**config.mk**
```make
export PLATFORM = sky130hd
export DESIGN_NAME = trs_front
export DESIGN_NICKNAME = d
export VERILOG_FILES = /design/src/trs_pkg.sv /design/src/trs_front.sv
export SDC_FILE = /design/constraint.sdc
export NUM_CORES = 1
export LEC_CHECK = 0
export BUFFER_PORTS_ARGS = -buffer_cell sky130_fd_sc_hd__buf_4
export CAP_MARGIN = 0
export CORE_AREA = 2 2 62 64
export CTS_BUF_LIST = sky130_fd_sc_hd__clkbuf_2
export DETAILED_ROUTE_END_ITERATION = 16
export DIE_AREA = 0 0 64 66
export GPL_ROUTABILITY_DRIVEN = 1
export PLACE_DENSITY = 0.73
export REMOVE_ABC_BUFFERS = 1
export SYNTH_ARGS = -nofsm -noshare
export SYNTH_HDL_FRONTEND = slang
export SYNTH_SLANG_ARGS = --single-unit
```
**constraint.sdc**
```tcl
create_clock -name i_clk -period 2.81 [get_ports i_clk]
set_clock_uncertainty 0.05 [all_clocks]
set_input_delay 0.281 -clock i_clk [delete_from_list [all_inputs] [get_ports i_clk]]
set_output_delay 0.281 -clock i_clk [all_outputs]
set_load 0.01 [all_outputs]
```
**src/trs_pkg.sv**
```systemverilog
// ----------------------------------------------------------------------------
// TLV record scanner package
// Shared item types, scan state type and format constants.
// ----------------------------------------------------------------------------
package trs_pkg;

    localparam int BUFFER_BYTES_DEF = 512;
    localparam int MAX_RECORDS_DEF  = 40;

    localparam logic [7:0] STRING_FLAG     = 8'h80;
    localparam logic [7:0] TYPE_LIMIT      = 8'd10;
    localparam logic [7:0] NUMERIC_MAX_LEN = 8'd4;
    localparam logic [8:0] HEADER_BYTES    = 9'd2;
    localparam logic [7:0] PRINT_LOW       = 8'h20;
    localparam logic [7:0] PRINT_HIGH      = 8'h7E;
    localparam logic [5:0] LIMIT_RESET     = 6'd40;

    typedef struct packed {
        logic [7:0] data_byte;
        logic       end_of_buffer;
    } t_in_item;

    typedef struct packed {
        logic [7:0]  record_tag;
        logic [7:0]  record_length;
        logic [31:0] numeric_value;
        logic [8:0]  string_offset;
        logic        record_valid;
        logic        last_record;
    } t_out_item;

    typedef enum logic [3:0] {
        S_IDLE,
        S_HEAD,
        S_TYPE,
        S_LEN,
        S_STR_FIRST,
        S_STR_LAST,
        S_NUM,
        S_EMIT,
        S_FLUSH
    } t_scan_state;

endpackage

```
**src/trs_front.sv**
```systemverilog
// ----------------------------------------------------------------------------
// TLV record scanner front end
// Takes buffer bytes, writes them to the byte store and posts a scan command.
// ----------------------------------------------------------------------------
module trs_front #(
    parameter int BUFFER_BYTES = trs_pkg::BUFFER_BYTES_DEF,
    parameter int MAX_RECORDS  = trs_pkg::MAX_RECORDS_DEF,
    parameter int CW           = $clog2(BUFFER_BYTES + 1),
    parameter int AW           = $clog2(BUFFER_BYTES)
) (
    input  logic              i_clk,
    input  logic              i_rst_n,
    input  logic              i_valid,
    output logic              o_stall,
    input  trs_pkg::t_in_item i_data,
    input  logic              i_cfg_wr_en,
    input  logic [5:0]        i_cfg_wr_data,
    input  logic              i_back_busy,
    output logic              o_wr_en,
    output logic [AW-1:0]     o_wr_addr,
    output logic [7:0]        o_wr_data,
    output logic              o_cmd_valid,
    output logic [CW-1:0]     o_cmd_count,
    output logic [5:0]        o_cmd_limit,
    input  logic              i_cmd_take
);
    import trs_pkg::*;

    logic [CW-1:0] r_count;
    logic [CW-1:0] n_count;
    logic [5:0]    r_limit;
    logic          r_cmd_valid;
    logic [CW-1:0] r_cmd_count;
    logic [5:0]    r_cmd_limit;
    logic          w_accept;
    logic          w_room;

    // The store is shared with the scanner, so loading waits for the scan.
    assign o_stall  = r_cmd_valid || i_back_busy;
    assign w_accept = i_valid && !o_stall;
    assign w_room   = r_count < CW'(BUFFER_BYTES);

    assign o_wr_en   = w_accept && w_room;
    assign o_wr_addr = r_count[AW-1:0];
    assign o_wr_data = i_data.data_byte;
    assign n_count   = w_room ? r_count + CW'(1) : r_count;

    always_ff @(posedge i_clk) begin
        if (!i_rst_n) begin
            r_count     <= '0;
            r_limit     <= LIMIT_RESET;
            r_cmd_valid <= 1'b0;
        end else begin
            if (i_cfg_wr_en) begin
                r_limit <= i_cfg_wr_data;
            end
            if (w_accept) begin
                if (i_data.end_of_buffer) begin
                    r_count     <= '0;
                    r_cmd_valid <= 1'b1;
                end else begin
                    r_count <= n_count;
                end
            end else if (i_cmd_take) begin
                r_cmd_valid <= 1'b0;
            end
        end
    end

    always_ff @(posedge i_clk) begin
        if (w_accept && i_data.end_of_buffer) begin
            r_cmd_count <= n_count;
            r_cmd_limit <= (7'(r_limit) > 7'(MAX_RECORDS)) ? 6'(MAX_RECORDS) : r_limit;
        end
    end

    assign o_cmd_valid = r_cmd_valid;
    assign o_cmd_count = r_cmd_count;
    assign o_cmd_limit = r_cmd_limit;

endmodule

```
==> flow_summary.toml <==
[floorplan]
rows = 22
die_height_um = 66
die_w_um = 64
num_io_pins = 57
die_area_um2 = 4220
core_area_um2 = 3550
start_util_pct = 44.0

[finish]
fillers = 313
stdcell_area_um2 = 1800
layout_common_cells = "buf_4 (40), dfxtp_1 (17), edfxtp_1 (16)"
nets = 189
instances_no_fill = 216
final_common_cell = "buf_4"
ff_latch_area_um2 = 821
area_delta_synth_final_pct = 15.1
drive_above_1_share_pct = 32.1
num_antenna_cells = 0
multi_input_area_um2 = 557

[clock_network]
cts_hold_buf = 1
cts-root-buf = "clkbuf_2"
cts_sinks = 33
cts_buffers = 5
clock_latency_ns = 0.38
postCtsSetupRepairBufs = 0
htree_levels = 2
cts_tree = "built"
cts.clk_slew.worst_paths_ns = 0.18
cts_buffer_depth = 2
cts_resized = 0

[synth]
synth_area_um2 = 1560
synth_area_per_cell_um2 = 10.8
syn_inst = 145
ys.flop_type = "dfxtp_1"
yosysWarnings = 0
async_flop_share_pct = 0
ys_ff_latch = 33
synth-edff-count = 16
ys_seq_area_share_pct = 52.5
ys_types = 39

[global_routing]
grt_max_degree = 17
met3_usage_pct = 5.79
grt_pass1_wl_mm = 4.22
grt_overflow = 0
grt-busiest-layer = "met2"
grt_use_met1_pct = 16.5
antenna_found_initial = 0
grt_pass1_vias = 929
met2_usage_pct = 19.3
grtUsageTotal_pct = 13.2

[placed_design]
placed_cells = 207
dp.final_hpwl_mm = 1.95
portBuffers = 40
place.gp.congestion = 0.783
placed_area_um2 = 1750

[route]
drt-wirelength-per-cell_um = 12.4
via_count = 1064
wl_mm = 2.68
ant_nets = 0
drt_pass1_iterations = 4
drc = 0
drt_iter0_markers = 27
viasPerCell = 4.93

[sta]
setup-tns-final_ns = 0
rsz0062_at_grt = "no"
report.final.slew_viol_count = 0
finalHoldViolations = 0
whs_ns = 0.0501
min_period_ns = 1.97
fin_crit_sh_pct = 70.2
setup_viol = 0
relSlewSlack_pct = 60.7
tightestPinTransition_ns = 0.589
fmax_mhz = 507

[setup_path]
cp-end-kind = "primary output"
worstSetupStartpointType = "flip-flop"
criticalPathCategory = "flip-flop to primary output"
critPathRequiredTime_ns = 2.48
arrival_ns = 1.64
path_max_fanout = 11

[job]
cap_viol_max_count = 0

[hold_path]
holdCritPathClass = "primary input to flip-flop"

[pwr]
finalPower_uw = 807
p_per_area_nw_per_um2 = 449
leakage_uw = 0.000754
irDropWorstVdd_uv = 185

[run_status]
status = "finished clean"
registers in the layout (all words and copies together), names as in the netlist:
| name | cells |
|---|---|
| o_cmd_count | 10 |
| r_limit | 6 |
| o_cmd_valid | 1 |
| r_count | 10 |
| o_cmd_limit | 6 |
path summary, 6_finish.rpt:
check | start | endpoint | slack (ns) | cells after the start
setup / recovery | o_cmd_valid | o_wr_en | 0.84 | 3
setup reg to reg | r_count[0] | r_count[8] | 0.99 | 5
hold reg to reg | r_limit[5] | o_cmd_limit[5] | 0.47 | 0
hold / removal | i_cfg_wr_data[3] | r_limit[3] | 0.05 | 3
worst max-delay path, stage by stage, from the launching register on:
cell	delay, ns
dfxtp_1	0.38
or3b_1	0.56
nor2_1	0.17
buf_4	0.14
synthesized netlist by cell type, types with 2 or more instances:
master	n	share of area, %
mux2i_1	6	3.8
inv_1	2	0.48
nor2_1	9	2.2
or3_1	6	2.4
o21ai_0	3	0.96
edfxtp_1	16	31
buf_4	19	9.1
o21ai_1	4	1.3
clkbuf_1	5	1.2
a21oi_1	8	2.6
nor2b_1	2	0.80
nand3_1	3	0.96
a31oi_1	4	1.6
and2_1	3	1.2
xor2_1	2	1.1
nand2_1	7	1.7
a22oi_1	2	0.96
nand3b_1	2	0.96
xnor2_1	6	3.4
dfxtp_1	17	22
per-layer routing:
layer | vias up | wire length [µm] | share of wire [%]
met5 | - | 0 | 0
met4 | 0 | 51 | 1.9
met3 | 5 | 193 | 7.2
met2 | 46 | 1240 | 46
met1 | 477 | 1190 | 45
li1 | 536 | - | -
power by group:
group | total [µW] | internal (µW) | switching, µW
sequential | 521 | 515 | 6.70
clock | 218 | 58.0 | 160
combinational | 67.1 | 34.1 | 33.0
total | 807 | 607 | 200
cell type report:
cell class / instances / share of cell area [%]
clock buffers: 5 / 1.39
clock inverters: 3 / 0.974
inverters: 2 / 0.418
multi-input cells: 84 / 31.0
flip-flops and latches: 33 / 45.7
well taps: 48 / 3.34
repair buffers: 41 / 17.3
through the flow:
stage,worst slack (ns),util (%)
floorplan,1.19,-
global placement,1.08,49.2
detailed placement,1.03,49.2
CTS,0.805,50.6
global route,0.729,50.6
finish,0.838,50.6
kinds of logic after synthesis:
logic type,synth area share [%]
compound gates,8.97
xor+xnor,4.48
fa+ha+maj,0.801
buf+inv,11.8
flops,52.5
mux,4.56
simple gates,16.8
Note: power is estimated with default switching activity, not from simulation.
