$ cat src/trs_pkg.sv
// ----------------------------------------------------------------------------
// TLV record scanner package
// Shared item types, scan state type and format constants.
// ----------------------------------------------------------------------------
package trs_pkg;

    localparam int BUFFER_BYTES_DEF = 512;
    localparam int MAX_RECORDS_DEF  = 40;

    localparam logic [7:0] STRING_FLAG     = 8'h80;
    localparam logic [7:0] TYPE_LIMIT      = 8'd10;
    localparam logic [7:0] NUMERIC_MAX_LEN = 8'd4;
    localparam logic [8:0] HEADER_BYTES    = 9'd2;
    localparam logic [7:0] PRINT_LOW       = 8'h20;
    localparam logic [7:0] PRINT_HIGH      = 8'h7E;
    localparam logic [5:0] LIMIT_RESET     = 6'd40;

    typedef struct packed {
        logic [7:0] data_byte;
        logic       end_of_buffer;
    } t_in_item;

    typedef struct packed {
        logic [7:0]  record_tag;
        logic [7:0]  record_length;
        logic [31:0] numeric_value;
        logic [8:0]  string_offset;
        logic        record_valid;
        logic        last_record;
    } t_out_item;

    typedef enum logic [3:0] {
        S_IDLE,
        S_HEAD,
        S_TYPE,
        S_LEN,
        S_STR_FIRST,
        S_STR_LAST,
        S_NUM,
        S_EMIT,
        S_FLUSH
    } t_scan_state;

endpackage

$ cat src/trs_back.sv
// ----------------------------------------------------------------------------
// TLV record scanner back end
// Holds the byte store and walks it for records, one byte read per cycle.
// ----------------------------------------------------------------------------
module trs_back #(
    parameter int BUFFER_BYTES = trs_pkg::BUFFER_BYTES_DEF,
    parameter int MAX_RECORDS  = trs_pkg::MAX_RECORDS_DEF,
    parameter int CW           = $clog2(BUFFER_BYTES + 1),
    parameter int AW           = $clog2(BUFFER_BYTES)
) (
    input  logic               i_clk,
    input  logic               i_rst_n,
    input  logic               i_wr_en,
    input  logic [AW-1:0]      i_wr_addr,
    input  logic [7:0]         i_wr_data,
    input  logic               i_cmd_valid,
    input  logic [CW-1:0]      i_cmd_count,
    input  logic [5:0]         i_cmd_limit,
    output logic               o_cmd_take,
    output logic               o_busy,
    output logic               o_valid,
    input  logic               i_stall,
    output trs_pkg::t_out_item o_data
);
    import trs_pkg::*;

    localparam int FW = $clog2(MAX_RECORDS + 1);
    localparam int SW = ((CW > 9) ? CW : 9) + 1;

    logic [7:0]    mem [BUFFER_BYTES];
    logic [7:0]    r_rd_data;
    logic [AW-1:0] w_rd_addr;
    logic [8:0]    w_rd_off;
    logic [SW-1:0] w_rd_sum;

    t_scan_state r_state;
    t_scan_state n_state;

    logic [CW-1:0] r_count;
    logic [5:0]    r_limit;
    logic [CW-1:0] r_pos;
    logic [FW-1:0] r_found;
    logic [7:0]    r_type;
    logic [7:0]    r_len;
    logic [7:0]    r_tag;
    logic [31:0]   r_value;
    logic [1:0]    r_idx;
    logic          r_pend_valid;
    t_out_item     r_pend;
    logic          r_out_valid;
    t_out_item     r_out;

    logic [CW-1:0] w_rem;
    logic          w_more;
    logic          w_type_ok;
    logic          w_fits;
    logic          w_is_str;
    logic          w_printable;
    logic          w_out_free;
    logic [CW-1:0] w_next_pos;
    logic [31:0]   w_byte_sh;
    t_out_item     w_rec;
    t_out_item     w_final;

    // Byte store: written by the front end, read every cycle by the scanner.
    always_ff @(posedge i_clk) begin
        if (i_wr_en) begin
            mem[i_wr_addr] <= i_wr_data;
        end
        r_rd_data <= mem[w_rd_addr];
    end

    assign w_rd_sum  = SW'(r_pos) + SW'(w_rd_off);
    assign w_rd_addr = w_rd_sum[AW-1:0];

    assign w_rem       = r_count - r_pos;
    assign w_more      = (r_pos < r_count) && (7'(r_found) < 7'(r_limit));
    assign w_type_ok   = ((r_rd_data != 8'd0) && (r_rd_data < TYPE_LIMIT))
                         || (r_rd_data == STRING_FLAG);
    assign w_fits      = SW'(w_rem) >= (SW'(HEADER_BYTES) + SW'(r_rd_data));
    assign w_is_str    = (r_type == STRING_FLAG) || (r_rd_data > NUMERIC_MAX_LEN);
    assign w_printable = (r_rd_data >= PRINT_LOW) && (r_rd_data <= PRINT_HIGH);
    assign w_out_free  = !r_out_valid || !i_stall;
    assign w_next_pos  = CW'(SW'(r_pos) + SW'(HEADER_BYTES) + SW'(r_len));

    always_comb begin
        unique case (r_idx)
            2'd0:    w_byte_sh = {24'd0, r_rd_data};
            2'd1:    w_byte_sh = {16'd0, r_rd_data, 8'd0};
            2'd2:    w_byte_sh = {8'd0, r_rd_data, 16'd0};
            default: w_byte_sh = {r_rd_data, 24'd0};
        endcase
    end

    always_comb begin
        w_rec.record_tag    = r_tag;
        w_rec.record_length = r_len;
        w_rec.record_valid  = 1'b1;
        w_rec.last_record   = 1'b0;
        if (r_tag[7]) begin
            w_rec.numeric_value = '0;
            w_rec.string_offset = 9'(SW'(r_pos) + SW'(HEADER_BYTES));
        end else begin
            w_rec.numeric_value = r_value;
            w_rec.string_offset = '0;
        end
        if (r_pend_valid) begin
            w_final             = r_pend;
            w_final.last_record = 1'b1;
        end else begin
            w_final             = '0;
            w_final.last_record = 1'b1;
        end
    end

    // Next state.
    always_comb begin
        n_state = r_state;
        unique case (r_state)
            S_IDLE: begin
                if (i_cmd_valid) n_state = S_HEAD;
            end
            S_HEAD: begin
                if (!w_more) n_state = S_FLUSH;
                else if (w_rem > CW'(2)) n_state = S_TYPE;
            end
            S_TYPE: begin
                n_state = w_type_ok ? S_LEN : S_HEAD;
            end
            S_LEN: begin
                if (!w_fits) n_state = S_HEAD;
                else if (w_is_str) n_state = S_STR_FIRST;
                else if (r_rd_data == 8'd0) n_state = S_EMIT;
                else n_state = S_NUM;
            end
            S_STR_FIRST: begin
                if (!w_printable) n_state = S_HEAD;
                else if (r_len == 8'd0) n_state = S_EMIT;
                else n_state = S_STR_LAST;
            end
            S_STR_LAST: begin
                n_state = (r_rd_data == 8'd0) ? S_EMIT : S_HEAD;
            end
            S_NUM: begin
                if (8'(r_idx) + 8'd1 == r_len) n_state = S_EMIT;
            end
            S_EMIT: begin
                if (!r_pend_valid || w_out_free) n_state = S_HEAD;
            end
            S_FLUSH: begin
                if (w_out_free) n_state = S_IDLE;
            end
            default: n_state = S_IDLE;
        endcase
    end

    // Read offset from the candidate start, per state.
    always_comb begin
        w_rd_off = '0;
        unique case (r_state)
            S_HEAD:      w_rd_off = 9'd0;
            S_TYPE:      w_rd_off = 9'd1;
            S_LEN:       w_rd_off = 9'd2;
            S_STR_FIRST: w_rd_off = 9'd1 + 9'(r_len);
            S_NUM:       w_rd_off = 9'd3 + 9'(r_idx);
            default:     w_rd_off = 9'd0;
        endcase
    end

    assign o_cmd_take = (r_state == S_IDLE);
    assign o_busy     = (r_state != S_IDLE);

    always_ff @(posedge i_clk) begin
        if (!i_rst_n) begin
            r_state      <= S_IDLE;
            r_pend_valid <= 1'b0;
            r_out_valid  <= 1'b0;
        end else begin
            r_state <= n_state;
            if (r_state == S_EMIT && (!r_pend_valid || w_out_free)) begin
                r_pend_valid <= 1'b1;
                if (r_pend_valid) begin
                    r_out_valid <= 1'b1;
                end else if (r_out_valid && !i_stall) begin
                    r_out_valid <= 1'b0;
                end
            end else if (r_state == S_FLUSH && w_out_free) begin
                r_pend_valid <= 1'b0;
                r_out_valid  <= 1'b1;
            end else if (r_out_valid && !i_stall) begin
                r_out_valid <= 1'b0;
            end
        end
    end

    // Scan datapath.
    always_ff @(posedge i_clk) begin
        unique case (r_state)
            S_IDLE: begin
                r_count <= i_cmd_count;
                r_limit <= i_cmd_limit;
                r_pos   <= '0;
                r_found <= '0;
            end
            S_HEAD: begin
                if (w_more && w_rem <= CW'(2)) begin
                    r_pos <= r_pos + CW'(1);
                end
            end
            S_TYPE: begin
                r_type <= r_rd_data;
                if (!w_type_ok) r_pos <= r_pos + CW'(1);
            end
            S_LEN: begin
                r_len   <= r_rd_data;
                r_tag   <= r_type | ((r_rd_data > NUMERIC_MAX_LEN) ? STRING_FLAG : 8'd0);
                r_value <= '0;
                r_idx   <= '0;
                if (!w_fits) r_pos <= r_pos + CW'(1);
            end
            S_STR_FIRST: begin
                if (!w_printable) r_pos <= r_pos + CW'(1);
            end
            S_STR_LAST: begin
                if (r_rd_data != 8'd0) r_pos <= r_pos + CW'(1);
            end
            S_NUM: begin
                r_value <= r_value | w_byte_sh;
                r_idx   <= r_idx + 2'd1;
            end
            S_EMIT: begin
                if (!r_pend_valid || w_out_free) begin
                    if (r_pend_valid) r_out <= r_pend;
                    r_pend  <= w_rec;
                    r_pos   <= w_next_pos;
                    r_found <= r_found + FW'(1);
                end
            end
            S_FLUSH: begin
                if (w_out_free) r_out <= w_final;
            end
            default: begin
            end
        endcase
    end

    assign o_valid = r_out_valid;
    assign o_data  = r_out;

endmodule

$ cat config.mk
export PLATFORM = sky130hd
export DESIGN_NAME = trs_back
export DESIGN_NICKNAME = d
export VERILOG_FILES = /design/src/trs_pkg.sv /design/src/trs_back.sv
export SDC_FILE = /design/constraint.sdc
export NUM_CORES = 2
export LEC_CHECK = 0
export BUFFER_PORTS_ARGS = -buffer_cell sky130_fd_sc_hd__buf_4
export CAP_MARGIN = 20
export CORE_ASPECT_RATIO = 1.4
export CORE_UTILIZATION = 57
export DETAILED_ROUTE_END_ITERATION = 10
export PLACE_DENSITY = 0.76
export SYNTH_ARGS = -nofsm -noshare
export SYNTH_HDL_FRONTEND = slang
export SYNTH_SLANG_ARGS = --single-unit
$ cat constraint.sdc
create_clock -name i_clk -period 5.95 [get_ports i_clk]
set_input_delay 0.2975 -clock i_clk [delete_from_list [all_inputs] [get_ports i_clk]]
set_output_delay 0.2975 -clock i_clk [all_outputs]
set_load 0.01 [all_outputs]
==> results.toml <==
[power_and_ir_drop]
leakage_uw = 0.05846
p_per_area_nw_per_um2 = 445.6
ir_worst_vdd_mv = 0.3294

[drt]
wl_per_cell_um = 34.39
vias_per_cell = 6.749
antenna_left = 0
drtIter0Drc = 12250
dr.pass1.iters = 9
drc_errors = 2
wirelength_um = 433200
num_vias = 85010

[floorplan]
coreArea_um2 = 294700
rows = 236
start_util_pct = 57.24
fp.dieW_um = 461.8
boundaryPins = 100
die_y_um = 645.7
die_area_um2 = 298200

[logic_synthesis]
syn-num-nets = 8099
ys_ff_latch = 4316
synth_area_leaders = "edfxtp_1 77%, mux4_2 15%, nor2_1 1.3%, nand2_1 0.97%, clkbuf_1 0.58%"
synth_top_area_share_pct = 76.58
async_reset_ff_share_pct = 0
ys_warn_count = 0
synth_edf_count = 4302
ys_seq_area_share_pct = 76.75
ys.flop_type = "edfxtp_1"
synth_top_area_cell = "edfxtp_1"
syn_area_um2 = 168700
synth_cell_types = 70
synth.avg_cell_area_um2 = 21.07
synthCells = 8005

[sta]
setup_viol = 1
setup_tns_ps = -13.50
worst_clock_skew_ps = 73.87
post-route-period-util_pct = 100.2
relSlewSlack_pct = 2.634
max_slew.worst_pin.slew_ps = 1460
slew_viol_final = 0
timing.final.crit_period_ps = 5963
setup_ws_ps = -13.50
rsz0062_at_grt = "no"
fin_hold_ws_ps = 40.22
max_freq_mhz = 167.7
hold_viol = 0

[clocking]
clock_sinks = 4316
h-tree-depth = 5
clockBufferDepth = 4
clk-insertion-delay-late_ps = 970
cts_inserted_buffers = 381
clkTransAtPathRegs_ps = 70
clockRootBuffer = "clkbuf_16"
cts_tree = "done"

[worst_hold_path]
min_path_type = "input port to register"
min_from = "i_cmd_valid"

[run_status]
failed_checks = "design-rule violations, negative setup slack"
status = "complete, but fails checks"

[placed_design]
gp_congestion = 0.9086
place_ws_ps = -15.14
portBuffers = 99
dpl.hpwl_um = 260600

[grt]
grt_use_met3_pct = 6.174
grt_pass1_wl_um = 619800
grtUsageMet1_pct = 36.65
gr-usage-met2_pct = 48.04
overflow = 0
antenna_found_initial = 29
grt_max_degree = 225
grt_pass1_vias = 86220
grt_busiest_layer = "met2"
grt_usage_pct = 29.29

[layout]
final_common_cell = "edfxtp_1"
final_cell_mix = "4302 x edfxtp_1, 1157 x mux4_2, 593 x nor2_1"
fin_nets = 8441
syn2layout_area_growth_pct = 11.84
post-route-util_pct = 64.02
seq_area_um2 = 129500
drive_above_1_share_pct = 24.85
fillers = 18410
multi_input_area_um2 = 37410

[worst_setup_path]
startpoint = "r_state[2]$_SDFFE_PN0P_"
r2r_start = "r_state[2]$_SDFFE_PN0P_"
crit_path_start_kind = "register"
r2r_slack_ps = -10
path_class = "register to register"
cp.arrival_ps = 6740
crit_path_max_fanout = 33
worstPathRequired_ps = 6730
end_kind = "register"

[job]
maxCapViolations = 0
-- synth_stat cells (11+ instances only) --
cell	number
a32oi_1	37
nor3_1	18
a211oi_1	19
ha_1	53
a21oi_1	78
mux2i_1	91
nand3_1	156
nand2_1	436
a221oi_1	18
nand2b_1	12
a21o_1	11
edfxtp_1	4302
buf_4	16
nor2b_1	105
a31oi_1	32
clkbuf_1	259
dfxtp_1	14
a22oi_1	22
and2_1	21
xnor2_1	34
o21ai_0	54
buf_2	142
inv_1	45
nand4_1	29
buf_1	48
xor2_1	17
and3_1	32
nor2_1	598
o22ai_1	22
mux4_2	1157
-- routing by layer --
| metal | vias up | routed length, um |
|---|---|---|
| li1 | 33680 | - |
| met1 | 44160 | 142000 |
| met2 | 5989 | 216000 |
| met3 | 1166 | 47990 |
| met4 | 20 | 27020 |
| met5 | - | 151 |
-- sequential cells by signal, summed over array words and instances (netlist names) --
name / flops
r_rd_data: 8
r_state: 4
r_pend_valid: 1
r_len: 8
o_data: 59
r_type: 8
mem: 4096
r_tag: 8
r_pos: 10
r_idx: 2
o_valid: 1
r_found: 6
r_pend: 57
r_limit: 6
r_value: 32
r_count: 10
-- power breakdown --
group	total, uW	switching [uW]	internal, uW
logic	24900	14100	10900
registers	34000	249	33700
clock network	25100	11000	14200
-- cells by family (layout without fill, tap and decap cells) --
group           after synthesis  after routing  share of synthesized area, %
other cells                   0             17                             0
simple gates               1448           1448                         3.754
fa+ha+maj                    56             56                        0.4287
flops                      4316           4316                         76.75
compound gates              368            368                         1.490
buf+inv                     513           1160                         1.296
mux                        1253           1253                         16.02
xor+xnor                     51             51                        0.2648
-- worst max-delay path, stage by stage, from the launching register on --
cell	delay, ps
dfxtp_1	510
or4b_4	600
o221ai_1	330
ha_4	700
buf_12	340
buf_4	440
mux4_2	570
mux4_2	510
o2111ai_1	760
o21ai_0	610
o22ai_1	270
nor4_1	90
-- layout make-up --
cell class	count	area share, %
Multi-Input combinational cell	3176	19.83
Clock buffer	449	5.268
Tap cell	3927	2.604
Sequential cell	4316	68.62
Inverter	45	0.08953
Clock inverter	239	1.352
Antenna cell	17	0.02255
Timing Repair Buffer	427	2.219
-- per-stage QoR --
step / area, um2 / total power (uW) / std cells
finish: 188700 / 84080 / 12600
global route: 188600 / 86010 / 12580
CTS: 188600 / 84000 / 12580
detailed placement: 175700 / 59100 / 11850
global placement: 175700 / 58710 / 11850
floorplan: 168700 / 49940 / 8005
-- timing repair --
| action | 4_1_cts | 5_1_grt |
|---|---|---|
| buffers inserted | 7 | 0 |
| resized for setup | 1 | 0 |
| setup endpoints to repair | 3 | 0 |
| endpoints found under the hold margin | 553 | 0 |
| hold buffers | 30 | 0 |
-- path summary, 6_finish.rpt --
check,end,cells after the start
setup / recovery,r_rd_data[0]$_DFF_P_,11
hold / removal,r_state[0]$_SDFFE_PN0P_,4
setup reg to reg,r_rd_data[0]$_DFF_P_,11
hold reg to reg,r_pend[51]$_DFFE_PP_,0
No activity file was read; power rests on OpenSTA's default activity.
